File: config.mk
export PLATFORM = sky130hd
export DESIGN_NAME = avdecc_proxy_server_fsm
export DESIGN_NICKNAME = d
export VERILOG_FILES = /design/src/rtl/core/avdpx_pkg.sv /design/src/rtl/core/avdpx_alu.sv /design/src/rtl/core/avdecc_proxy_server_fsm.sv
export SDC_FILE = /design/constraint.sdc
export NUM_CORES = 1
export LEC_CHECK = 0
export BUFFER_PORTS_ARGS = -buffer_cell sky130_fd_sc_hd__buf_2
export CAP_MARGIN = 25
export CORE_ASPECT_RATIO = 2
export CORE_MARGIN = 1.5
export CORE_UTILIZATION = 30
export CTS_CLUSTER_DIAMETER = 40
export DETAILED_ROUTE_END_ITERATION = 10
export GPL_TIMING_DRIVEN = 0
export PLACE_DENSITY_LB_ADDON = 0.25
export SYNTH_ARGS = -nofsm -noshare
export SYNTH_HDL_FRONTEND = slang
export SYNTH_SLANG_ARGS = --single-unit
export TNS_END_PERCENT = 100
File: constraint.sdc
create_clock -name i_clk -period 18.95 [get_ports i_clk]
set_input_delay 0 -clock i_clk [delete_from_list [all_inputs] [get_ports i_clk]]
set_output_delay 0 -clock i_clk [all_outputs]
set_load 0.05 [all_outputs]
File: src/rtl/core/avdpx_pkg.sv
package avdpx_pkg;

    localparam int FLAG_W = 7;

    // event flag bit positions
    localparam int FL_FINISHED  = 0;
    localparam int FL_CONNECTED = 1;
    localparam int FL_CLOSED    = 2;
    localparam int FL_LINK      = 3;
    localparam int FL_APC       = 4;
    localparam int FL_L2        = 5;
    localparam int FL_ENTITY    = 6;

    localparam logic [9:0] ACCEPT_CODE  = 10'd200;
    localparam logic [7:0] NOP_INTV_RST = 8'd10;

    typedef enum logic [3:0] {
        K_TICK      = 4'd0,
        K_CONNECTED = 4'd1,
        K_CLOSED    = 4'd2,
        K_VERDICT   = 4'd3,
        K_LINK      = 4'd4,
        K_APC_MSG   = 4'd5,
        K_L2_MSG    = 4'd6,
        K_ENTITY    = 4'd7,
        K_FINISH    = 4'd8,
        K_CLEAR     = 4'd9
    } t_kind;

    typedef enum logic [2:0] {
        ACT_HTTP_RESP  = 3'd0,
        ACT_LINK_STAT  = 3'd1,
        ACT_TO_L2      = 3'd2,
        ACT_TO_APC     = 3'd3,
        ACT_ENT_ASSIGN = 3'd4,
        ACT_NOP        = 3'd5,
        ACT_CLOSE_CONN = 3'd6,
        ACT_CLOSE_SRV  = 3'd7
    } t_action;

    typedef enum logic [4:0] {
        ST_BEGIN,
        ST_INIT,
        ST_WAIT_CONN,
        ST_ACCEPT,
        ST_REJECT,
        ST_CLOSED,
        ST_START,
        ST_WAITING,
        ST_LINK,
        ST_TO_L2,
        ST_TO_APC,
        ST_ASSIGN,
        ST_NOP,
        ST_CLOSE_FIN,
        ST_FINISH,
        ST_HALT,
        ST_ACC_LINK     // second half of an accepted verdict: link status report
    } t_state;

    typedef enum logic {
        PH_IDLE,
        PH_RUN
    } t_phase;

    typedef enum logic {
        ALU_ADD,
        ALU_SUB
    } t_alu_op;

    typedef struct packed {
        t_action     action;
        logic [9:0]  http_status;
        logic        link_up;
        logic [47:0] mac_address;
        logic [63:0] ent_id;
    } t_res;

endpackage

File: src/rtl/core/avdpx_alu.sv
module avdpx_alu
    import avdpx_pkg::*;
(
    input  t_alu_op     i_op,
    input  logic [31:0] i_a,
    input  logic [31:0] i_b,
    output logic [31:0] o_y
);

    always_comb begin
        unique case (i_op)
            ALU_ADD: o_y = i_a + i_b;
            ALU_SUB: o_y = i_a - i_b;
            default: o_y = i_a + i_b;
        endcase
    end

endmodule

File: src/rtl/core/avdecc_proxy_server_fsm.sv
// Proxy-server control machine. Each event on the slave stream (kind in tuser) is applied
// when it is taken, then the machine takes one state transition per cycle until its state
// stops changing, unless an action is waiting on the master side or a keepalive deadline
// update is being made on the shared 32-bit adder/subtractor, which also makes the wrapped
// deadline compare. No new event is taken until the machine has settled.
// Actions come out in order on the master stream, tlast on the final one of each event;
// an event that causes no action produces no transfer. nop_interval is written through
// i_cfg_we/i_cfg_wdata; the user writes it only while the block is idle, which it does not enforce.
module avdecc_proxy_server_fsm
    import avdpx_pkg::*;
(
    input  logic         i_clk,
    input  logic         i_rst_n,
    input  logic         i_cfg_we,
    input  logic [7:0]   i_cfg_wdata,
    input  logic         s_axis_tvalid,
    output logic         s_axis_tready,
    // time seconds, http status, link up, mac address, entity id, zero pad
    input  logic [159:0] s_axis_tdata,
    // kind
    input  logic [3:0]   s_axis_tuser,
    output logic         m_axis_tvalid,
    input  logic         m_axis_tready,
    // action, http status, link up, mac address, entity id, zero pad
    output logic [127:0] m_axis_tdata,
    output logic         m_axis_tlast
);

    t_phase            r_phase, n_phase;
    t_state            r_state, n_state;
    logic [FLAG_W-1:0] r_flags, n_flags;
    logic              r_vpend, n_vpend;
    logic [9:0]        r_vcode, n_vcode;
    logic [31:0]       r_now, n_now;
    logic [31:0]       r_dl, n_dl;
    logic              r_link, n_link;
    logic [47:0]       r_lmac, n_lmac;
    logic [47:0]       r_tmac, n_tmac;
    logic [63:0]       r_ent, n_ent;
    logic [7:0]        r_intv, n_intv;
    logic              r_rearm, n_rearm;
    logic              r_hold_v, n_hold_v;
    t_res              r_hold, n_hold;
    logic              r_out_v, n_out_v;
    logic              r_out_last, n_out_last;
    t_res              r_out, n_out;

    // one transition, computed from the current state
    t_state            st_ns;
    logic [FLAG_W-1:0] st_flags;
    logic              st_vpend;
    logic [31:0]       st_now;
    logic [31:0]       st_dl;
    logic              st_link;
    logic              st_rearm;
    logic              em_v;
    t_res              em;

    t_alu_op           alu_op;
    logic [31:0]       alu_a, alu_b, alu_y;

    logic              in_xfer;
    logic              out_free;
    logic              settled;
    logic              need_out;
    t_kind             in_kind;

    assign in_kind  = t_kind'(s_axis_tuser);
    assign in_xfer  = s_axis_tvalid && s_axis_tready;
    assign out_free = !r_out_v || m_axis_tready;

    // shared unit: deadline refresh or deadline-minus-now compare
    assign alu_op = r_rearm ? ALU_ADD : ALU_SUB;
    assign alu_a  = r_rearm ? r_now : r_dl;
    assign alu_b  = r_rearm ? {24'd0, r_intv} : r_now;

    avdpx_alu u_alu (
        .i_op (alu_op),
        .i_a  (alu_a),
        .i_b  (alu_b),
        .o_y  (alu_y)
    );

    always_comb begin
        st_ns    = r_state;
        st_flags = r_flags;
        st_vpend = r_vpend;
        st_now   = r_now;
        st_dl    = r_dl;
        st_link  = r_link;
        st_rearm = 1'b0;
        em_v     = 1'b0;
        em       = '0;
        unique case (r_state)
            ST_BEGIN: begin
                st_ns = ST_INIT;
                st_flags[FL_APC]       = 1'b0;
                st_flags[FL_ENTITY]    = 1'b0;
                st_flags[FL_FINISHED]  = 1'b0;
                st_flags[FL_L2]        = 1'b0;
                st_flags[FL_CONNECTED] = 1'b0;
                st_now  = '0;
                st_link = 1'b0;
                st_dl   = '0;
            end
            ST_INIT: begin
                st_ns = ST_WAIT_CONN;
                st_flags[FL_CONNECTED] = 1'b0;
                st_flags[FL_CLOSED]    = 1'b0;
            end
            ST_WAIT_CONN: begin
                // finish wins over a pending connection
                if (r_flags[FL_FINISHED]) begin
                    st_ns     = ST_FINISH;
                    em_v      = 1'b1;
                    em.action = ACT_CLOSE_SRV;
                end else if (r_flags[FL_CONNECTED]) begin
                    st_ns    = ST_ACCEPT;
                    st_vpend = 1'b1;
                end
            end
            ST_ACCEPT: begin
                if (!r_vpend) begin
                    em_v           = 1'b1;
                    em.action      = ACT_HTTP_RESP;
                    em.http_status = r_vcode;
                    st_ns = (r_vcode == ACCEPT_CODE) ? ST_ACC_LINK : ST_REJECT;
                end
            end
            ST_ACC_LINK: begin
                st_ns          = ST_START;
                em_v           = 1'b1;
                em.action      = ACT_LINK_STAT;
                em.link_up     = r_link;
                em.mac_address = r_lmac;
                st_rearm       = 1'b1;
            end
            ST_REJECT: st_ns = ST_CLOSED;
            ST_CLOSED: begin
                em_v      = 1'b1;
                em.action = ACT_CLOSE_CONN;
                st_ns     = ST_WAIT_CONN;
                st_flags[FL_CONNECTED] = 1'b0;
                st_flags[FL_CLOSED]    = 1'b0;
            end
            ST_WAITING: begin
                if (r_flags[FL_CLOSED]) begin
                    st_ns = ST_CLOSED;
                end else if (r_flags[FL_FINISHED]) begin
                    st_ns     = ST_CLOSE_FIN;
                    em_v      = 1'b1;
                    em.action = ACT_CLOSE_CONN;
                end else if (r_flags[FL_LINK]) begin
                    st_ns          = ST_LINK;
                    em_v           = 1'b1;
                    em.action      = ACT_LINK_STAT;
                    em.link_up     = r_link;
                    em.mac_address = r_lmac;
                    st_rearm       = 1'b1;
                    st_flags[FL_LINK] = 1'b0;
                end else if (r_flags[FL_APC]) begin
                    st_ns     = ST_TO_L2;
                    em_v      = 1'b1;
                    em.action = ACT_TO_L2;
                    st_flags[FL_APC] = 1'b0;
                end else if (r_flags[FL_L2]) begin
                    st_ns     = ST_TO_APC;
                    em_v      = 1'b1;
                    em.action = ACT_TO_APC;
                    st_rearm  = 1'b1;
                    st_flags[FL_L2] = 1'b0;
                end else if (r_flags[FL_ENTITY]) begin
                    st_ns          = ST_ASSIGN;
                    em_v           = 1'b1;
                    em.action      = ACT_ENT_ASSIGN;
                    em.mac_address = r_tmac;
                    em.ent_id      = r_ent;
                    st_rearm       = 1'b1;
                    st_flags[FL_ENTITY] = 1'b0;
                end else if (alu_y[31]) begin
                    // deadline already passed, wrapped signed difference
                    st_ns     = ST_NOP;
                    em_v      = 1'b1;
                    em.action = ACT_NOP;
                    st_rearm  = 1'b1;
                end
            end
            ST_START, ST_LINK, ST_TO_L2, ST_TO_APC, ST_ASSIGN, ST_NOP: st_ns = ST_WAITING;
            ST_CLOSE_FIN: begin
                st_ns     = ST_FINISH;
                em_v      = 1'b1;
                em.action = ACT_CLOSE_SRV;
            end
            ST_FINISH: st_ns = ST_HALT;
            ST_HALT:   st_ns = ST_HALT;
            default:   st_ns = r_state;
        endcase
    end

    assign settled  = (st_ns == r_state);
    assign need_out = r_hold_v && (em_v || settled);

    always_comb begin
        n_phase    = r_phase;
        n_state    = r_state;
        n_flags    = r_flags;
        n_vpend    = r_vpend;
        n_vcode    = r_vcode;
        n_now      = r_now;
        n_dl       = r_dl;
        n_link     = r_link;
        n_lmac     = r_lmac;
        n_tmac     = r_tmac;
        n_ent      = r_ent;
        n_intv     = i_cfg_we ? i_cfg_wdata : r_intv;
        n_rearm    = r_rearm;
        n_hold_v   = r_hold_v;
        n_hold     = r_hold;
        n_out_v    = m_axis_tready ? 1'b0 : r_out_v;
        n_out_last = r_out_last;
        n_out      = r_out;

        if (in_xfer) begin
            n_phase = PH_RUN;
            case (in_kind)
                K_TICK:      n_now = s_axis_tdata[31:0];
                K_CONNECTED: n_flags[FL_CONNECTED] = 1'b1;
                K_CLOSED:    n_flags[FL_CLOSED] = 1'b1;
                K_VERDICT: begin
                    n_vcode = s_axis_tdata[41:32];
                    n_vpend = 1'b0;
                end
                K_LINK: begin
                    n_link = s_axis_tdata[42];
                    n_lmac = s_axis_tdata[90:43];
                    n_flags[FL_LINK] = 1'b1;
                end
                K_APC_MSG:   n_flags[FL_APC] = 1'b1;
                K_L2_MSG:    n_flags[FL_L2] = 1'b1;
                K_ENTITY: begin
                    n_tmac = s_axis_tdata[90:43];
                    n_ent  = s_axis_tdata[154:91];
                    n_flags[FL_ENTITY] = 1'b1;
                end
                K_FINISH:    n_flags[FL_FINISHED] = 1'b1;
                K_CLEAR: begin
                    n_state = ST_BEGIN;
                    n_flags = '0;
                    n_vpend = 1'b1;
                    n_now   = '0;
                    n_dl    = '0;
                    n_link  = 1'b0;
                end
                default: ;
            endcase
        end else if (r_phase == PH_RUN) begin
            if (r_rearm) begin
                n_dl    = alu_y;
                n_rearm = 1'b0;
            end else if (!need_out || out_free) begin
                n_state = st_ns;
                n_flags = st_flags;
                n_vpend = st_vpend;
                n_now   = st_now;
                n_dl    = st_dl;
                n_link  = st_link;
                n_rearm = st_rearm;
                if (em_v) begin
                    // held action is not the final one, pass it on
                    if (r_hold_v) begin
                        n_out      = r_hold;
                        n_out_last = 1'b0;
                        n_out_v    = 1'b1;
                    end
                    n_hold   = em;
                    n_hold_v = 1'b1;
                end
                if (settled) begin
                    if (r_hold_v) begin
                        n_out      = r_hold;
                        n_out_last = 1'b1;
                        n_out_v    = 1'b1;
                        n_hold_v   = 1'b0;
                    end
                    n_phase = PH_IDLE;
                end
            end
        end
    end

    always_ff @(posedge i_clk) begin
        if (!i_rst_n) begin
            r_phase  <= PH_IDLE;
            r_state  <= ST_BEGIN;
            r_flags  <= '0;
            r_vpend  <= 1'b1;
            r_vcode  <= '0;
            r_now    <= '0;
            r_dl     <= '0;
            r_link   <= 1'b0;
            r_lmac   <= '0;
            r_tmac   <= '0;
            r_ent    <= '0;
            r_intv   <= NOP_INTV_RST;
            r_rearm  <= 1'b0;
            r_hold_v <= 1'b0;
            r_out_v  <= 1'b0;
        end else begin
            r_phase  <= n_phase;
            r_state  <= n_state;
            r_flags  <= n_flags;
            r_vpend  <= n_vpend;
            r_vcode  <= n_vcode;
            r_now    <= n_now;
            r_dl     <= n_dl;
            r_link   <= n_link;
            r_lmac   <= n_lmac;
            r_tmac   <= n_tmac;
            r_ent    <= n_ent;
            r_intv   <= n_intv;
            r_rearm  <= n_rearm;
            r_hold_v <= n_hold_v;
            r_out_v  <= n_out_v;
        end
    end

    always_ff @(posedge i_clk) begin
        r_hold     <= n_hold;
        r_out      <= n_out;
        r_out_last <= n_out_last;
    end

    assign s_axis_tready = (r_phase == PH_IDLE);
    assign m_axis_tvalid = r_out_v;
    assign m_axis_tlast  = r_out_last;
    assign m_axis_tdata  = {2'b00, r_out.ent_id, r_out.mac_address, r_out.link_up,
                            r_out.http_status, r_out.action};

    // every event must flush its held action before the next one is taken
    a_idle_no_hold: assert property (@(posedge i_clk) disable iff (!i_rst_n)
        s_axis_tready |-> !r_hold_v)
        else $error("held action left over while idle");

    a_rearm_in_run: assert property (@(posedge i_clk) disable iff (!i_rst_n)
        r_rearm |-> (r_phase == PH_RUN))
        else $error("deadline refresh pending outside of a run");

    a_event_runs: assert property (@(posedge i_clk) disable iff (!i_rst_n)
        (s_axis_tvalid && s_axis_tready) |=> !s_axis_tready)
        else $error("event transfer did not start a run");

    a_hold_before_out: assert property (@(posedge i_clk) disable iff (!i_rst_n)
        ($rose(r_out_v) && !r_out_last) |-> r_hold_v)
        else $error("non-final action issued without a successor held");

endmodule
==> results of run 1 <==
## kinds of logic after synthesis
family                   Yosys count  synth area share, %
flip-flops                       513                 54.2
buffers and inverters            176                 2.91
multiplexers                     183                 7.95
XOR/XNOR                          54                 2.11
AO/OA/AOI/OAI                    461                 14.2
adder cells (fa/ha/maj)           34                 1.83
other                              1               0.0159
AND/OR/NAND/NOR                  883                 16.7
## synthesized netlist by cell type (46+ instances only)
| cell type | number | area share (%) |
|---|---|---|
| nand2_1 | 410 | 6.5 |
| dfxtp_1 | 260 | 22 |
| edfxtp_1 | 253 | 32 |
| nor2_1 | 205 | 3.3 |
| a21boi_0 | 196 | 6.2 |
| mux2i_1 | 150 | 6.4 |
| clkbuf_1 | 134 | 2.1 |
| and2_1 | 84 | 2.2 |
| o21ai_0 | 51 | 1.1 |
| nor2b_1 | 50 | 1.3 |
| a22o_1 | 48 | 1.8 |
| nand3_1 | 47 | 1.0 |
| a21oi_1 | 46 | 0.97 |
## worst min path at each step
stage / slack, ns / startpoint / cells after the start / end
3_3_place_gp: 0.23 / i_cfg_wdata[1] / 3 / r_intv[1]
3_5_place_dp: 0.23 / i_cfg_wdata[3] / 3 / r_intv[3]
6_report: 0.14 / i_rst_n / 4 / r_state[2]
2_1_floorplan: 0.13 / i_cfg_wdata[1] / 2 / r_intv[1]
4_1_cts: 0.11 / s_axis_tdata[153] / 4 / r_ent[62]
5_1_grt: 0.14 / i_rst_n / 4 / r_state[2]
## cells in the final DEF (no fill, tap or decap), types with 84 or more instances in the layout
cell type | Yosys | routed
a21boi_0 | 196 | 196
and2_1 | 84 | 84
buf_2 | 7 | 304
clkbuf_1 | 134 | 147
dfxtp_1 | 260 | 260
dlygate4sd3_1 | 0 | 181
edfxtp_1 | 253 | 253
mux2i_1 | 150 | 150
nand2_1 | 410 | 410
nor2_1 | 205 | 205
## worst min-delay path, delay by kind of cell
family	cells	cell delay [ns]
buf+inv	1	0.24
compound gates	1	0.15
simple gates	2	0.33
## final cells by class
cell class,count,area [um2],share of cell area [%]
Timing Repair Buffer,486,3430,11.3
Clock inverter,36,403,1.33
Tap cell,1029,1290,4.26
Multi-Input combinational cell,1617,10100,33.5
Inverter,20,80.1,0.265
Clock buffer,72,1500,4.97
Antenna cell,3,7.51,0.0248
Sequential cell,513,12800,42.3
Buffer,156,613,2.03
## per-layer routing
metal | track usage, % | wire length [um] | share of wire, %
met5 | 0 | 54 | 0.072
met4 | 7.66 | 2920 | 3.9
met3 | 3.41 | 3790 | 5.0
met2 | 36.5 | 40900 | 54
met1 | 18.8 | 27700 | 37
## metrics by stage
step                      instance area, um2  setup slack [ns]  power (uW)
after global routing                   30300              9.43        2880
after floorplan                        23600              9.10        1520
after CTS                              30200              9.79        2810
after detailed placement               26500              9.86        1650
after global placement                 26400              4.59        1640
final                                  30300              9.78        2770
## report_power, final
| group | internal (uW) | total (uW) | switching [uW] |
|---|---|---|---|
| Sequential | 1200 | 1220 | 19.5 |
| Clock | 620 | 1120 | 497 |
| Combinational | 155 | 436 | 281 |
| Total | 1970 | 2770 | 797 |
## what timing repair did
| action | in CTS | in global routing |
|---|---|---|
| setup buffers | 0 | 0 |
| hold endpoints to repair | 221 | 0 |
| hold buffers | 181 | 0 |
==> results.json, run 1 <==
{
  "grt_max_degree": 90,
  "async_flop_share_pct": 0,
  "cts_tree": "done",
  "yosys_warnings": 0,
  "critPathRequiredTime_ns": 19.22,
  "layout_min_cycle_time_ns": 9.17,
  "dieHeight_um": 400,
  "gp_congestion": 0.878,
  "antenna_left": 0,
  "max_slew.worst_pin.slew_ns": 1.11,
  "htreeDepth": 2,
  "rows": 145,
  "clock.fmax_mhz": 109,
  "path_delay_family": "buffers and inverters",
  "cts-root-buf": "clkbuf_16",
  "fillers": 7799,
  "layoutNonFillerInstCount": 3932,
  "cts_resized": 0,
  "ys_seq_elements": 513,
  "powerDensity_nw_per_um2": 91.5,
  "synth_flop_cell": "dfxtp_1",
  "cpPeakStageDelay_ns": 0.71,
  "clkLatencyLatePin_ns": 0.65,
  "critPathLaunch": "r_rearm",
  "hold_path_class": "in -> reg",
  "clk_pin_slew_ns": 0.06,
  "hold_slack_ns": 0.140,
  "post-route-period-util_pct": 48.4,
  "r2r_cells": 26,
  "pin_count": 308,
  "overflow": 0,
  "p_leak_uw": 0.0108,
  "worstPathArrival_ns": 9.43,
  "netlist_instances": 2305,
  "grt_pass1_vias": 19700,
  "fin_nets": 3062,
  "path_buf_inv": 7,
  "hold_violations": 0,
  "irDropWorstVdd_v": 0.0000808,
  "setup_viol_count_final": 0,
  "drc": 0,
  "cts_buffers": 57,
  "coreArea_um2": 78000,
  "wl_per_cell_um": 19.2,
  "status": "finished, final reports clean",
  "worst_setup_path_start_kind": "register",
  "drt_iter0_markers": 761,
  "end_kind": "register",
  "final_max_slew_viol_count": 0,
  "grt_setup_unrepaired": "no",
  "placed_cells": 3638,
  "drt-total-wl_mm": 75.4,
  "antenna_found_initial": 10,
  "dr_total_vias": 19000,
  "grt_use_total_pct": 18.5,
  "rr_startpoint": "r_rearm",
  "cpMaxStageDelayCell": "nor3b_1",
  "finalClockSkew_ns": 0.0426,
  "die_w_um": 201,
  "reg2reg_setup_slack_ns": 9.78,
  "hpwl_mm": 57.7,
  "viasPerCell": 4.83,
  "maxCapViolCount": 0,
  "synth.distinct_cells": 74,
  "max_slew_margin_pct": 24.9,
  "clock_sinks": 513,
  "dieArea_um2": 80500,
  "synth_area_um2": 23600,
  "crit_type": "reg -> reg",
  "seq_area_frac_synth_pct": 54.2,
  "clockBufferDepth": 3,
  "cp_max_fo": 58,
  "postSynthAreaPerCell_um2": 10.2,
  "grt_pass1_wl_mm": 115,
  "first_pass_iters": 6,
  "areaGrowthSynthToFinish_pct": 28.1,
  "fin_util_pct": 38.8,
  "fin_tns_setup_ns": 0,
  "crit_cells": 26,
  "layout-drive-gt1-share_pct": 15.8,
  "initial_core_util_pct": 30.3,
  "synth_edf_count": 253,
  "io_buffer_count": 297
}
Note: power is estimated with default switching activity, not from simulation.
==> run 2: changes to the inputs <==
Clock period 18.95 ns to 9.05 ns, I/O delays scaled along.
==> results.json, run 2 (synthesis results as in run 1) <==
{
  "final_cell_mix": "nand2_1, buf_2, dfxtp_1",
  "crit_type": "reg -> reg",
  "setup_viol_count_final": 0,
  "grt_pass1_wl_mm": 116,
  "gp_congestion": 0.921,
  "use_met3_pct": 3.23,
  "met2_usage_pct": 35.8,
  "pin_count": 308,
  "drt-total-wl_mm": 76.4,
  "end_kind": "register",
  "layout-drive-gt1-share_pct": 16.3,
  "final_common_cell": "nand2_1",
  "grtUsageMet1_pct": 19.3,
  "p_total_uw": 6020,
  "irDropWorstVdd_v": 0.000154,
  "hold_slack_ns": 0.146,
  "rows": 145,
  "post-cts-setup-buffer-count": 0,
  "status": "finished, final reports clean",
  "antenna_left": 0,
  "design_area_um2": 30500,
  "hpwl_mm": 58.0,
  "die_w_um": 201,
  "setup_ws_ns": 0.799,
  "powerDensity_nw_per_um2": 198,
  "max_slew_margin_pct": 29.5,
  "cts-root-buf": "clkbuf_16",
  "htreeDepth": 2,
  "finalClockSkew_ns": 0.0538,
  "drt_iter0_markers": 869,
  "max_slew.worst_pin.slew_ns": 1.05,
  "post-route-period-util_pct": 91.2,
  "dieHeight_um": 400,
  "areaGrowthSynthToFinish_pct": 29.0,
  "cp_max_fo": 56,
  "grt_busiest_layer": "met2",
  "first_pass_iters": 5,
  "antenna_found_initial": 9,
  "grt_use_total_pct": 18.7,
  "cts_buffers": 56,
  "reg2reg_setup_slack_ns": 0.80,
  "min_from": "i_rst_n",
  "clk_pin_slew_ns": 0.07,
  "dieArea_um2": 80500,
  "hold_path_class": "in -> reg",
  "initial_core_util_pct": 30.3,
  "final_max_slew_viol_count": 0,
  "hold_violations": 0,
  "overflow": 0,
  "critPathRequiredTime_ns": 9.33,
  "maxCapViolCount": 0,
  "worst_setup_path_start_kind": "register",
  "clkLatencyLatePin_ns": 0.66,
  "layout_min_cycle_time_ns": 8.25,
  "dp_slack_ns": -0.353,
  "drc": 0,
  "wl_per_cell_um": 19.4,
  "cts_tree": "done",
  "hold_end": "r_flags[6]",
  "grt_setup_unrepaired": "no",
  "r2r_cells": 26,
  "cpPeakStageDelay_ns": 0.52,
  "grt_max_degree": 57,
  "rr_startpoint": "r_rearm",
  "clock.fmax_mhz": 121,
  "fin_util_pct": 39.0,
  "io_buffer_count": 297,
  "placed_cell_area_um2": 26500,
  "fin_nets": 3062,
  "whs_path_depth": 4,
  "cpMaxStageDelayCell": "or3_1",
  "p_leak_uw": 0.0109,
  "dr_total_vias": 19000,
  "coreArea_um2": 78000,
  "viasPerCell": 4.84,
  "worstPathArrival_ns": 8.53,
  "clockBufferDepth": 3,
  "clock_sinks": 513,
  "grt_pass1_vias": 19800
}
[run 2: worst max-delay path by stage]
stage                       start        to  slack (ns)
after floorplan           r_rearm  register        0.46
after global placement    r_rearm  register       -3.51
after detailed placement  r_rearm  register       -0.35
after CTS                 r_rearm  register        0.03
after global routing      r_rearm  register        0.33
final                     r_rearm  register        0.80
[run 2: layout make-up]
| type | instances | area [um2] |
|---|---|---|
| Antenna cell | 2 | 5.00 |
| Fill cell | 7747 | 47600 |
| Timing Repair Buffer | 487 | 3460 |
| Timing Repair inverter | 1 | 5.00 |
| Buffer | 155 | 612 |
| Multi-Input combinational cell | 1617 | 10100 |
| Sequential cell | 513 | 12800 |
| Inverter | 20 | 78.8 |
| Clock inverter | 46 | 656 |
| Clock buffer | 60 | 1420 |
| Tap cell | 1029 | 1290 |
[run 2: worst max-delay path: cells and delay by family (launching register included)]
family,cells,cell delay [ns]
AO/OA/AOI/OAI,7,1.70
XOR/XNOR,2,0.57
adder cells (fa/ha/maj),2,0.65
buffers and inverters,6,2.07
flip-flops,1,0.41
multiplexers,1,0.29
AND/OR/NAND/NOR,8,2.07
[run 2: power breakdown]
| group | internal [uW] | switching [uW] | total, uW | leakage (uW) |
|---|---|---|---|---|
| Combinational | 325 | 592 | 917 | 0.00567 |
| Sequential | 2510 | 41.3 | 2550 | 0.00421 |
| Clock | 1450 | 1100 | 2550 | 0.000992 |
[run 2: metal layers]
metal | vias up | wire (um)
met5 | - | 76
met4 | 12 | 3820
met3 | 182 | 3400
met2 | 519 | 40700
met1 | 9152 | 28400
li1 | 9174 | -
[run 2: timing repair]
action / 4_1_cts / 5_1_grt
gates cloned: 0 / 1
endpoints found under the hold margin: 221 / 0
resized for setup: 2 / 2
hold buffers: 182 / 0
endpoints found under the setup margin: 109 / 109
[run 2: metrics by stage]
stage	TNS, ns	cells
3_5_place_dp	-18.73	3640
2_1_floorplan	0	2306
5_1_grt	0	3930
6_report	0	3930
4_1_cts	0	3928
3_3_place_gp	-626.19	3632
